[src/rfbe_pkg.sv]
// Shared widths, opcodes, register indexes and pipeline control type for the fill/blit engine.
package rfbe_pkg;

  // Default largest screen dimension
  localparam int MAX_DIM_DEF = 4096;

  // Field widths
  localparam int SCR_W    = 13;
  localparam int PITCH_W  = 14;
  localparam int COORD_W  = 16;
  localparam int DST_W    = 28;
  localparam int SRC_W    = 32;
  localparam int COLOR_W  = 32;
  localparam int OP_W     = 2;

  // Stream payload widths (padded to whole bytes)
  localparam int IN_DATA_W  = 112;
  localparam int OUT_DATA_W = 96;

  // Configuration port
  localparam int CFG_IDX_W  = 2;
  localparam int CFG_DATA_W = 14;

  localparam logic [CFG_IDX_W-1:0] REG_SCREEN_WIDTH  = 2'd0;
  localparam logic [CFG_IDX_W-1:0] REG_SCREEN_HEIGHT = 2'd1;
  localparam logic [CFG_IDX_W-1:0] REG_ROW_PITCH     = 2'd2;

  // Command opcodes
  localparam logic [OP_W-1:0] OP_FILL = 2'd0;
  localparam logic [OP_W-1:0] OP_BLIT = 2'd1;
  localparam logic [OP_W-1:0] OP_STEP = 2'd2;

  // Control handed from the input register to the walker
  typedef struct packed {
    logic            valid;
    logic [OP_W-1:0] op;
    logic            advance;
  } pipe_ctl_t;

endpackage

[src/rfbe_clip_axis.sv]
// Clips one axis of a signed rectangle against a saturated screen limit.
module rfbe_clip_axis
  import rfbe_pkg::*;
#(
  parameter int MAX_DIM = MAX_DIM_DEF,
  parameter int DW      = $clog2(MAX_DIM + 1)
) (
  input  logic [COORD_W-1:0] pos,
  input  logic [COORD_W-1:0] len,
  input  logic [SCR_W-1:0]   limit,
  output logic [DW-1:0]      clip_start,
  output logic [DW-1:0]      clip_len,
  output logic [COORD_W-1:0] skip,
  output logic               nonempty
);

  localparam int CW = (DW > SCR_W) ? DW : SCR_W;

  logic [CW-1:0]     lim_ext;
  logic [CW-1:0]     lim_sat;
  logic signed [17:0] lim_s;
  logic signed [17:0] pos_s;
  logic signed [17:0] len_s;
  logic signed [17:0] len_a;
  logic signed [17:0] start_s;
  logic signed [17:0] end_s;
  logic signed [17:0] len_b;
  logic               neg;

  // Saturate the screen size to the largest supported dimension
  assign lim_ext = CW'(limit);
  assign lim_sat = (lim_ext > CW'(MAX_DIM)) ? CW'(MAX_DIM) : lim_ext;
  assign lim_s   = $signed(18'(lim_sat));

  // Cut off the part left of / above zero
  assign neg     = pos[COORD_W-1];
  assign pos_s   = $signed({{2{pos[COORD_W-1]}}, pos});
  assign len_s   = $signed({2'b00, len});
  assign len_a   = neg ? (len_s + pos_s) : len_s;
  assign start_s = neg ? 18'sd0 : pos_s;
  assign skip    = neg ? (~pos + 16'd1) : '0;

  // Cut off the part beyond the screen edge
  assign end_s = start_s + len_a;
  assign len_b = (end_s > lim_s) ? (lim_s - start_s) : len_a;

  assign nonempty   = (len_b > 18'sd0);
  assign clip_len   = DW'(len_b);
  assign clip_start = DW'(start_s);

endmodule

[src/rfbe_walker.sv]
// Command state, raster walk and registered pixel-operation output.
module rfbe_walker
  import rfbe_pkg::*;
#(
  parameter int MAX_DIM = MAX_DIM_DEF,
  parameter int DW      = $clog2(MAX_DIM + 1)
) (
  input  logic                  clk,
  input  logic                  rst_n,
  input  pipe_ctl_t             ctl,
  input  logic [DW-1:0]         x0,
  input  logic [DW-1:0]         y0,
  input  logic [DW-1:0]         cw,
  input  logic [DW-1:0]         ch,
  input  logic [COORD_W-1:0]    sx,
  input  logic [COORD_W-1:0]    sy,
  input  logic                  nonempty,
  input  logic [COLOR_W-1:0]    color,
  input  logic [COORD_W-1:0]    spitch,
  input  logic [PITCH_W-1:0]    row_pitch,
  output logic                  out_tvalid,
  output logic [OUT_DATA_W-1:0] out_tdata,
  output logic [0:0]            out_tuser,
  output logic                  out_tlast
);

  // Command state
  logic               busy_r, busy_nxt;
  logic               copy_r, copy_nxt;
  logic [DW-1:0]      cw_r, cw_nxt;
  logic [DW-1:0]      ch_r, ch_nxt;
  logic [DW-1:0]      col_r, col_nxt;
  logic [DW-1:0]      row_r, row_nxt;
  logic [DST_W-1:0]   dbase_r, dbase_nxt;
  logic [SRC_W-1:0]   sbase_r, sbase_nxt;
  logic [COLOR_W-1:0] hcol_r, hcol_nxt;
  logic [COORD_W-1:0] hsp_r, hsp_nxt;

  // Output register
  logic               ovalid_r, ovalid_nxt;
  logic               ocopy_r, ocopy_nxt;
  logic [DST_W-1:0]   odst_r, odst_nxt;
  logic [SRC_W-1:0]   osrc_r, osrc_nxt;
  logic [COLOR_W-1:0] ocol_r, ocol_nxt;
  logic               olast_r, olast_nxt;

  logic [DW:0]        col_inc;
  logic [DW:0]        row_inc;
  logic               row_end;
  logic               last;
  logic               is_start;
  logic               is_step;
  logic [DW+13:0]     dmul;
  logic [SRC_W-1:0]   smul;
  logic [DST_W-1:0]   dst_start;
  logic [SRC_W-1:0]   src_start;

  // Start-of-command origins
  assign dmul      = y0 * row_pitch;
  assign smul      = sy * spitch;
  assign dst_start = DST_W'(dmul) + DST_W'(x0);
  assign src_start = smul + SRC_W'(sx);

  // Raster position tests
  assign col_inc = {1'b0, col_r} + 1'b1;
  assign row_inc = {1'b0, row_r} + 1'b1;
  assign row_end = (col_inc >= {1'b0, cw_r});
  assign last    = row_end && (row_inc >= {1'b0, ch_r});

  assign is_start = ctl.valid && ((ctl.op == OP_FILL) || (ctl.op == OP_BLIT));
  assign is_step  = ctl.valid && (ctl.op == OP_STEP) && busy_r;

  // Next state and next output
  always_comb begin
    busy_nxt   = busy_r;
    copy_nxt   = copy_r;
    cw_nxt     = cw_r;
    ch_nxt     = ch_r;
    col_nxt    = col_r;
    row_nxt    = row_r;
    dbase_nxt  = dbase_r;
    sbase_nxt  = sbase_r;
    hcol_nxt   = hcol_r;
    hsp_nxt    = hsp_r;
    ovalid_nxt = ovalid_r;
    ocopy_nxt  = ocopy_r;
    odst_nxt   = odst_r;
    osrc_nxt   = osrc_r;
    ocol_nxt   = ocol_r;
    olast_nxt  = olast_r;
    if (ctl.advance) begin
      ovalid_nxt = is_step;
      if (is_start) begin
        busy_nxt = nonempty;
        if (nonempty) begin
          copy_nxt  = (ctl.op == OP_BLIT);
          cw_nxt    = cw;
          ch_nxt    = ch;
          col_nxt   = '0;
          row_nxt   = '0;
          dbase_nxt = dst_start;
          if (ctl.op == OP_BLIT) begin
            hsp_nxt   = spitch;
            hcol_nxt  = '0;
            sbase_nxt = src_start;
          end else begin
            hsp_nxt   = '0;
            hcol_nxt  = color;
            sbase_nxt = '0;
          end
        end
      end else if (is_step) begin
        ocopy_nxt = copy_r;
        odst_nxt  = dbase_r + DST_W'(col_r);
        osrc_nxt  = copy_r ? (sbase_r + SRC_W'(col_r)) : '0;
        ocol_nxt  = copy_r ? '0 : hcol_r;
        olast_nxt = last;
        col_nxt   = col_inc[DW-1:0];
        if (row_end) begin
          col_nxt   = '0;
          row_nxt   = row_inc[DW-1:0];
          dbase_nxt = dbase_r + DST_W'(row_pitch);
          sbase_nxt = sbase_r + SRC_W'(hsp_r);
        end
        if (last) begin
          busy_nxt = 1'b0;
        end
      end
    end
  end

  // Control registers
  always_ff @(posedge clk) begin
    if (!rst_n) begin
      busy_r   <= 1'b0;
      ovalid_r <= 1'b0;
    end else begin
      busy_r   <= busy_nxt;
      ovalid_r <= ovalid_nxt;
    end
  end

  // Payload registers
  always_ff @(posedge clk) begin
    copy_r  <= copy_nxt;
    cw_r    <= cw_nxt;
    ch_r    <= ch_nxt;
    col_r   <= col_nxt;
    row_r   <= row_nxt;
    dbase_r <= dbase_nxt;
    sbase_r <= sbase_nxt;
    hcol_r  <= hcol_nxt;
    hsp_r   <= hsp_nxt;
    ocopy_r <= ocopy_nxt;
    odst_r  <= odst_nxt;
    osrc_r  <= osrc_nxt;
    ocol_r  <= ocol_nxt;
    olast_r <= olast_nxt;
  end

  assign out_tvalid = ovalid_r;
  assign out_tdata  = {4'b0000, ocol_r, osrc_r, odst_r};
  assign out_tuser  = ocopy_r;
  assign out_tlast  = olast_r;

  // The walk position stays inside the clipped rectangle
  a_col_in_range: assert property (@(posedge clk) disable iff (!rst_n)
    busy_r |-> (col_r < cw_r))
    else $error("column count outside clipped width");

  a_row_in_range: assert property (@(posedge clk) disable iff (!rst_n)
    busy_r |-> (row_r < ch_r))
    else $error("row count outside clipped height");

  // Issuing the final pixel ends the command
  a_last_ends: assert property (@(posedge clk) disable iff (!rst_n)
    (ctl.advance && is_step && last) |=> (!busy_r && out_tvalid && out_tlast))
    else $error("final pixel did not end the command");

  // Busy only drops on a final pixel or a replacing start
  a_busy_fall: assert property (@(posedge clk) disable iff (!rst_n)
    $fell(busy_r) |-> $past(ctl.advance && (is_start || (is_step && last))))
    else $error("command ended without cause");

endmodule

[src/clipped_rect_fill_blit_engine.sv]
// Top level of the clipped rectangle fill and blit engine.
//
// Usage: write screen_width (index 0), screen_height (1) and row_pitch (2)
// on the cfg_ channel while the engine is idle; cfg_ready is always high.
// Requests arrive on the in_ stream: tuser carries the opcode (start fill,
// start blit, step). A start request clips the rectangle to the screen and
// produces nothing; an empty clipped rectangle leaves the engine idle, and
// any start replaces a command still running. Each step request while a
// command runs produces one pixel operation on the out_ stream, with tuser
// set for copies and tlast on the final pixel of the command.
// Order: a request is registered after clipping, then walked into the
// output register, so a pixel operation is offered from the output
// register once its step has left the input register.
// Throughput: one request per cycle while the receiver does not stall;
// the walker updates its counters and row bases on each step, and two
// multiplies per start (destination and source origins) sit in the
// walker stage. Reset (rst_n, synchronous) clears the configuration
// registers, ends any command and empties both pipeline stages. When
// the receiver stalls, the result holds in the output register and the
// input stage stops taking requests once it is full.
module clipped_rect_fill_blit_engine
  import rfbe_pkg::*;
#(
  parameter int MAX_DIM = MAX_DIM_DEF
) (
  input  logic                  clk,
  input  logic                  rst_n,
  // Configuration writes
  input  logic                  cfg_valid,
  output logic                  cfg_ready,
  input  logic [CFG_IDX_W-1:0]  cfg_index,
  input  logic [CFG_DATA_W-1:0] cfg_data,
  // Command requests
  input  logic                  in_tvalid,
  output logic                  in_tready,
  // rect_x, rect_y, rect_w, rect_h, color, source_pitch
  input  logic [IN_DATA_W-1:0]  in_tdata,
  // opcode
  input  logic [OP_W-1:0]       in_tuser,
  // Pixel operations
  output logic                  out_tvalid,
  input  logic                  out_tready,
  // dst_index, src_index, fill_color, 4 pad bits
  output logic [OUT_DATA_W-1:0] out_tdata,
  // is_copy
  output logic [0:0]            out_tuser,
  output logic                  out_tlast
);

  localparam int DW = $clog2(MAX_DIM + 1);

  logic [SCR_W-1:0]   scr_w_r;
  logic [SCR_W-1:0]   scr_h_r;
  logic [PITCH_W-1:0] pitch_r;

  logic [DW-1:0]      cx_start, cy_start, cx_len, cy_len;
  logic [COORD_W-1:0] cx_skip, cy_skip;
  logic               cx_ne, cy_ne;

  logic               s1_valid_r;
  logic [OP_W-1:0]    s1_op_r;
  logic [DW-1:0]      s1_x0_r, s1_y0_r, s1_w_r, s1_h_r;
  logic [COORD_W-1:0] s1_sx_r, s1_sy_r;
  logic               s1_ne_r;
  logic [COLOR_W-1:0] s1_color_r;
  logic [COORD_W-1:0] s1_spitch_r;

  logic               advance;
  logic               in_fire;
  pipe_ctl_t          ctl;

  // Configuration registers
  assign cfg_ready = 1'b1;

  always_ff @(posedge clk) begin
    if (!rst_n) begin
      scr_w_r <= '0;
      scr_h_r <= '0;
      pitch_r <= '0;
    end else if (cfg_valid) begin
      unique case (cfg_index)
        REG_SCREEN_WIDTH:  scr_w_r <= cfg_data[SCR_W-1:0];
        REG_SCREEN_HEIGHT: scr_h_r <= cfg_data[SCR_W-1:0];
        REG_ROW_PITCH:     pitch_r <= cfg_data;
        default: ;
      endcase
    end
  end

  // Clip both axes ahead of the input register
  rfbe_clip_axis #(.MAX_DIM(MAX_DIM), .DW(DW)) u_clip_x (
    .pos        (in_tdata[15:0]),
    .len        (in_tdata[47:32]),
    .limit      (scr_w_r),
    .clip_start (cx_start),
    .clip_len   (cx_len),
    .skip       (cx_skip),
    .nonempty   (cx_ne)
  );

  rfbe_clip_axis #(.MAX_DIM(MAX_DIM), .DW(DW)) u_clip_y (
    .pos        (in_tdata[31:16]),
    .len        (in_tdata[63:48]),
    .limit      (scr_h_r),
    .clip_start (cy_start),
    .clip_len   (cy_len),
    .skip       (cy_skip),
    .nonempty   (cy_ne)
  );

  // Stage handshake
  assign advance   = !out_tvalid || out_tready;
  assign in_tready = !s1_valid_r || advance;
  assign in_fire   = in_tvalid && in_tready;

  // Input register
  always_ff @(posedge clk) begin
    if (!rst_n) begin
      s1_valid_r <= 1'b0;
    end else if (in_tready) begin
      s1_valid_r <= in_tvalid;
    end
  end

  always_ff @(posedge clk) begin
    if (in_fire) begin
      s1_op_r     <= in_tuser;
      s1_x0_r     <= cx_start;
      s1_y0_r     <= cy_start;
      s1_w_r      <= cx_len;
      s1_h_r      <= cy_len;
      s1_sx_r     <= cx_skip;
      s1_sy_r     <= cy_skip;
      s1_ne_r     <= cx_ne && cy_ne;
      s1_color_r  <= in_tdata[95:64];
      s1_spitch_r <= in_tdata[111:96];
    end
  end

  assign ctl.valid   = s1_valid_r;
  assign ctl.op      = s1_op_r;
  assign ctl.advance = advance;

  rfbe_walker #(.MAX_DIM(MAX_DIM), .DW(DW)) u_walker (
    .clk        (clk),
    .rst_n      (rst_n),
    .ctl        (ctl),
    .x0         (s1_x0_r),
    .y0         (s1_y0_r),
    .cw         (s1_w_r),
    .ch         (s1_h_r),
    .sx         (s1_sx_r),
    .sy         (s1_sy_r),
    .nonempty   (s1_ne_r),
    .color      (s1_color_r),
    .spitch     (s1_spitch_r),
    .row_pitch  (pitch_r),
    .out_tvalid (out_tvalid),
    .out_tdata  (out_tdata),
    .out_tuser  (out_tuser),
    .out_tlast  (out_tlast)
  );

endmodule

[config.mk]
export PLATFORM = sky130hd
export DESIGN_NAME = clipped_rect_fill_blit_engine
export DESIGN_NICKNAME = d
export VERILOG_FILES = /design/src/rfbe_pkg.sv /design/src/rfbe_clip_axis.sv /design/src/rfbe_walker.sv /design/src/clipped_rect_fill_blit_engine.sv
export SDC_FILE = /design/constraint.sdc
export NUM_CORES = 2
export LEC_CHECK = 0
export BUFFER_PORTS_ARGS = -buffer_cell sky130_fd_sc_hd__buf_2
export CAP_MARGIN = 20
export CELL_PAD_IN_SITES_DETAIL_PLACEMENT = 0
export CELL_PAD_IN_SITES_GLOBAL_PLACEMENT = 1
export CORE_MARGIN = 2
export CORE_UTILIZATION = 50
export CTS_BUF_LIST = sky130_fd_sc_hd__clkbuf_4 sky130_fd_sc_hd__clkbuf_8
export CTS_CLUSTER_SIZE = 30
export DETAILED_ROUTE_END_ITERATION = 8
export PLACE_DENSITY = 0.91
export SLEW_MARGIN = 20
export SYNTH_ARGS = -nofsm -noshare
export SYNTH_HDL_FRONTEND = slang
export SYNTH_SLANG_ARGS = --single-unit
[constraint.sdc]
create_clock -name clk -period 9.3 [get_ports clk]
set_input_delay 2.325 -clock clk [delete_from_list [all_inputs] [get_ports clk]]
set_output_delay 2.325 -clock clk [all_outputs]
set_load 0.03 [all_outputs]
Yosys cells after proc, flatten, opt, wreduce, memory -nomap -nowiden
Index checks and enable logic that the tools add are counted.
{ "op_classes": {"n_bitwise": 3, "add_sub_neg": 16, "n_reduce_logical": 24, "order_cmp": 8, "n_mul": 2, "n_mux": 27, "n_eq_ne": 5} }
{ "op_table": {"columns": ["op", "n"], "rows": [
  ["$mux 32", 5],
  ["$mux 13", 9],
  ["$mux 28", 4],
  ["$mux 18", 4],
  ["$add 32x16->32", 2],
  ["$add 17x16->18", 2],
  ["$add 18x18->18", 2],
  ["$gt 18x1->1 const B", 2],
  ["$gt 18x14->1", 2],
  ["$sub 14x18->18", 2],
  ["$add 16x1->16 const B", 2],
  ["$add 32x13->32", 1],
  ["$mul 16x16->32", 1],
  ["$not 16->16", 2],
  ["$mux 15", 2],
  ["$add 13x1->14 const B", 2],
  ["$add 27x13->28", 1],
  ["$add 28x13->28", 1],
  ["$add 28x14->28", 1],
  ["$ge 14x13->1", 2],
  ["$mul 13x14->27", 1],
  ["$gt 13x13->1 const B", 2],
  ["$reduce_and 3->1", 4],
  ["$logic_and 1x1->1", 6],
  ["11 further kinds", 23]
]} }
{ "word_totals": {"regBits": 433, "input_bits": 135, "word_cells": 115, "output_inout_bits": 101} }

Depth between registers and ports, before layout
{ "depth": {"depth_word": 7, "mapped_depth": 29} }

Cells and area by module
From an unflattened synthesis, not the netlist that was laid out.
{ "unflattened": {"hier_cells": 4286, "area_unflattened_um2": 41986.5} }
{ "by_module_without_submodules": {"columns": ["mod", "area_each_um2", "cells_per_inst", "instances"], "rows": [
  ["rfbe_walker", 29403.2, 2995, 1],
  ["clipped_rect_fill_blit_engine", 5606.6, 292, 1],
  ["rfbe_clip_axis (u_clip_y)", 3575.9, 519, 1],
  ["rfbe_clip_axis (u_clip_x)", 3400.8, 480, 1]
]} }

Worst setup path after synthesis
OpenSTA, ideal clock, no wires.
{ "synth_timing": {"path_kind": "input to register", "start": "in in_tdata[31]", "end": "reg s1_h_r[1], data pin", "stages": 26, "t_arrival_ns": 7.312, "setup_ns": 0.260, "setup_slack_ns": 1.728, "path_cell_list": "buf_1 > buf_1 > clkbuf_1 > clkbuf_1 > nand2b_1 > inv_1 > ha_1 > nor2b_1 > o31a_1 > o21ba_2 > nor4_1 > nor3_1 > a21o_1 > a21o_1 > a21oi_1 > xnor2_1 > ha_1 > a21oi_1 > nand2_1 > nor2_1 > o21ai_0 > a21o_1 > nor3_1 > a31oi_1 > mux2i_4 > mux2_2"} }
{ "synth_between": {"word_cells_on_any_way": 7} }
{ "synth_lines": {"columns": ["element", "line_no", "text"], "rows": [
  ["start: declaration", "clipped_rect_fill_blit_engine.sv:37", "input logic [IN_DATA_W-1:0] in_tdata,"],
  ["$mux 15", "rfbe_clip_axis.sv:40", "assign start_s = neg ? 18'sd0 : pos_s;"],
  ["net cy_start[2]", "clipped_rect_fill_blit_engine.sv:56", "logic [DW-1:0] cx_start, cy_start, cx_len, cy_len;"],
  ["$add 18x18->18", "rfbe_clip_axis.sv:44", "assign end_s = start_s + len_a;"],
  ["$gt 18x14->1", "rfbe_clip_axis.sv:45", "assign len_b = (end_s > lim_s) ? (lim_s - start_s) : len_a;"],
  ["$mux 18", "rfbe_clip_axis.sv:45", null],
  ["net cy_len[1]", "clipped_rect_fill_blit_engine.sv:56", null],
  ["end signal: assignment", "clipped_rect_fill_blit_engine.sv:131", "s1_h_r <= cy_len;"],
  ["end: declaration", "clipped_rect_fill_blit_engine.sv:62", "logic [DW-1:0] s1_x0_r, s1_y0_r, s1_w_r, s1_h_r;"]
]} }
The timed path passes the listed nets, and every way through them passes these cells.
A chain may end at the register's enable or synchronous reset.

Worst setup path after layout
{ "layout_timing": {"start": "in in_tdata[0]", "end": "reg s1_ne_r, data pin"} }
{ "layout_between": {"elab_chain_len": 7, "word_cells_on_any_way": 9} }
{ "layout_rtl": {"columns": ["element", "line_no", "text"], "rows": [
  ["$add 17x16->18", "rfbe_clip_axis.sv:39", "assign len_a = neg ? (len_s + pos_s) : len_s;"],
  ["$mux 18", "rfbe_clip_axis.sv:39", null],
  ["$add 18x18->18", "rfbe_clip_axis.sv:44", null],
  ["$gt 18x14->1", "rfbe_clip_axis.sv:45", null],
  ["$mux 18 (*)", "rfbe_clip_axis.sv:45", null],
  ["$gt 18x1->1 (*)", "rfbe_clip_axis.sv:47", "assign nonempty = (len_b > 18'sd0);"],
  ["$logic_and 1x1->1 (*)", "clipped_rect_fill_blit_engine.sv:134", "s1_ne_r <= cx_ne && cy_ne;"],
  ["end signal: assignment", "clipped_rect_fill_blit_engine.sv:134", null],
  ["end: declaration", "clipped_rect_fill_blit_engine.sv:64", "logic s1_ne_r;"]
]} }
Mark *: on every way between the ends. The rest lies on a longest branch, timed or not.

==> flow_summary_export.csv <==
group,metric,value,unit
critical_path,critPathLaunchType,"input port",
timing,rsz0062_at_grt,"false",
synthesis,yosys.area_share.xor_xnor,0.05227,
floorplan,placement_rows,104,
synthesis,synthAdderAreaFrac,0.3018,
routing,drt_first_pass_iters,5,
floorplan,die_x,289.9,microns
power,ir_worst_vdd,0.0002811,V
power,power_density,184.4,nW/um^2
synthesis,syn_area,40880,sq um
synthesis,yosysMostFrequentCell,"inv_1",
synthesis,ys.flop_type,"edfxtp_1",
critical_path,worstSetupStartpoint,"in_tdata[0]",
power,p_leak,20.08,nW
timing,tns,0,ns
synthesis,synth.top_cell.area_share,0.2865,
synthesis,yosysWarnings,0,
grt,grt_pass1_vias,30310,
routing,first_iter_violations,1955,
synthesis,ys_seq_area_frac,0.3075,
synthesis,synth.distinct_cells,79,
clock_tree,cts_tree,"built",
clock_tree,cts_root_buf,"clkbuf_8",
clock_tree,cts_inserted_buffers,77,
synthesis,synth-edff-count,390,
clock_tree,cts_resized,0,
clock_tree,cts_hold_buf,0,
critical_path,regToRegSetupSlack,2.08,ns
final_layout,nets,5281,
synthesis,synth_common_cells,"inv_1, nand2_1, ha_1",
placement,place_congestion,0.9231,
critical_path,critPathMaxFanout,15,
timing,finalHoldViolCount,0,
timing,slew_headroom,0.2778,
clock_tree,cts_setup_buffers,0,
final_layout,design_area,44610,sq um
routing,dr_total_vias,30160,
timing,drv_slew,0,
timing,period_share,0.8270,
synthesis,syn_area_per_cell,9.766,sq um
synthesis,synth_top_family_by_area,"adder cells",
routing,wl_per_cell,18.88,microns
timing,setup_viol,0,
synthesis,synth-compound-area-share,0.09451,
synthesis,async_flop_share,0,
placement,io_buffer_count,230,
floorplan,core_area,80680,sq um
routing,post_drt_via_cell_ratio,5.486,
synthesis,synthMuxAreaShare,0.01099,
final_layout,nFillCells,7082,
final_layout,layout-drive-gt1-share,0.09421,
run_status,status,"completed",
critical_path,critPathKind,"input port to flip-flop",
floorplan,initial_core_util,0.5067,
final_layout,area_delta_synth_final,9.127,%
critical_path,ff2ff_path_depth,22,
synthesis,synthSimpleGateAreaFrac,0.1662,
routing,drc,0,
critical_path,crit_end,"s1_ne_r",
timing,period_minus_slack,7.691,ns
clock_tree,cts.clk_slew.worst_paths,0.06,ns
routing,ant_nets,0,
grt,overflow,0,
critical_path,r2r-end,"u_walker.dbase_r[27]",
grt,grt_max_degree,75,
clock_tree,insertion_delay,0.72,ns
critical_path,worstPathRequired,9.76,ns
clock_tree,clockBufferDepth,3,
synthesis,yosys.area.top_type,"edfxtp_1",
synthesis,synth_cells,4186,
grt,track_usage,0.2473,
grt,grt_pass1_wl,165200,microns
timing,worst_pin_slew,1.083,ns
synthesis,yosys-top-cells-area,"edfxtp_1, fa_1, ha_1",
placement,dp.final_hpwl,80990,microns
timing,skew,0.07558,ns
synthesis,synth-seq-cells,433,
critical_path,cp.arrival,8.16,ns
grt,antenna_found_initial,6,
clock_tree,cts_sinks,433,
critical_path,r2r_start,"pitch_r[6]",
routing,wl,103800,microns
floorplan,dieHeight,289.9,microns
placement,placed_cell_area,42990,sq um
critical_path,end_kind,"flip-flop",
clock_tree,htree_levels,3,
timing,max_freq,130.0,MHz
job,drv_cap,0,
min_path,hold_path.class,"flip-flop to flip-flop",
floorplan,pin_count,236,
floorplan,die_area,84070,sq um
registers in the layout (all words and copies together), names as in the netlist, 2 cells and up:
register,flops
s1_sy_r,16
s1_sx_r,16
u_walker.dbase_r,28
scr_w_r,13
u_walker.osrc_r,32
s1_x0_r,13
s1_h_r,13
pitch_r,14
u_walker.ocol_r,32
u_walker.cw_r,13
u_walker.odst_r,28
s1_w_r,13
s1_spitch_r,16
u_walker.col_r,13
u_walker.hcol_r,32
s1_color_r,32
u_walker.hsp_r,16
s1_y0_r,13
u_walker.ch_r,13
s1_op_r,2
u_walker.sbase_r,32
scr_h_r,13
u_walker.row_r,13
routing by layer:
metal | vias up | global-route usage | share of wire
met5 | - | 0 | 0
met4 | 0 | 0.08003 | 0.029
met3 | 158 | 0.03807 | 0.064
met2 | 955 | 0.4142 | 0.48
met1 | 14670 | 0.3298 | 0.43
li1 | 14390 | - | -
where the power goes:
part	total [W]	internal, W	switching, W
Sequential	0.00231	0.00221	0.000105
Combinational	0.00403	0.00173	0.00230
Clock	0.00188	0.00102	0.000863
worst min-delay path by stage:
stage,cells after the start,to,from
6_report,0,u_walker.ch_r[1],s1_h_r[1]
5_1_grt,0,u_walker.ch_r[1],s1_h_r[1]
4_1_cts,0,u_walker.ch_r[1],s1_h_r[1]
3_5_place_dp,0,u_walker.ch_r[1],s1_h_r[1]
3_3_place_gp,0,u_walker.ch_r[4],s1_h_r[4]
2_1_floorplan,0,u_walker.ch_r[0],s1_h_r[0]
metrics by stage:
step	setup WS, ns	util	hold slack (ns)	power (W)	instances
floorplan	1.728	-	0.4003	0.005427	4189
global placement	1.083	0.5328	0.4016	0.006270	5358
detailed placement	0.9490	0.5328	0.4066	0.006356	5358
CTS	1.715	0.5529	0.3518	0.008270	5497
global route	1.096	0.5530	0.3761	0.008928	5498
finish	1.609	0.5530	0.3683	0.008228	5498
critical path, stage by stage:
cell	delay, ns
buf_2	0.13
ha_1	0.21
inv_1	0.07
fa_1	0.20
nor2b_1	0.07
o31a_1	0.30
o21a_1	0.19
or3_1	0.32
a31oi_1	0.29
inv_1	0.12
ha_1	0.34
nand2_1	0.09
nor3_1	0.06
or4_1	0.49
a221o_1	0.37
xor2_1	0.17
ha_1	0.32
a21oi_1	0.16
nor2b_1	0.06
a2111oi_0	0.38
o221ai_1	0.19
o221ai_1	0.13
o211ai_1	0.20
nand2_1	0.41
or3b_1	0.38
and4_1	0.17
cell usage in the layout (no fill, tap or decap), drive strengths merged, types with 27 or more instances in the layout:
cell	count
or3	32
a21o	58
and3	54
edfxtp	390
nand3	64
xnor2	131
nor2b	78
ha	407
nand2	542
a21oi	148
inv	583
mux2i	29
o21ai	142
clkbuf	100
nand2b	57
fa	362
dfxtp	43
xor2	113
o21a	29
nor2	164
a21boi	53
nor3	61
buf	248
and2	233
clkinv	27
cells by family after synthesis:
| logic type | after synthesis |
|---|---|
| and+or+nand+nor | 1377 |
| adders and majority gates | 769 |
| buffers and inverters | 717 |
| AOI/OAI and AO/OA | 602 |
| DFF | 433 |
| xor gates and xnor gates | 244 |
| muxes | 42 |
| other | 2 |
area by class of cell:
| type | count | area, sq um | area share |
|---|---|---|---|
| clock buffers | 100 | 1257 | 0.02819 |
| diodes | 1 | 2.502 | 0.00005609 |
| clock inverters | 39 | 364.1 | 0.008161 |
| repair buffers | 248 | 1286 | 0.02883 |
| well taps | 1060 | 1326 | 0.02973 |
| flip-flops and latches | 433 | 12570 | 0.2818 |
| inverters | 578 | 2171 | 0.04866 |
| multi-input cells | 3039 | 25630 | 0.5746 |
(Power assumes the default switching activity.)
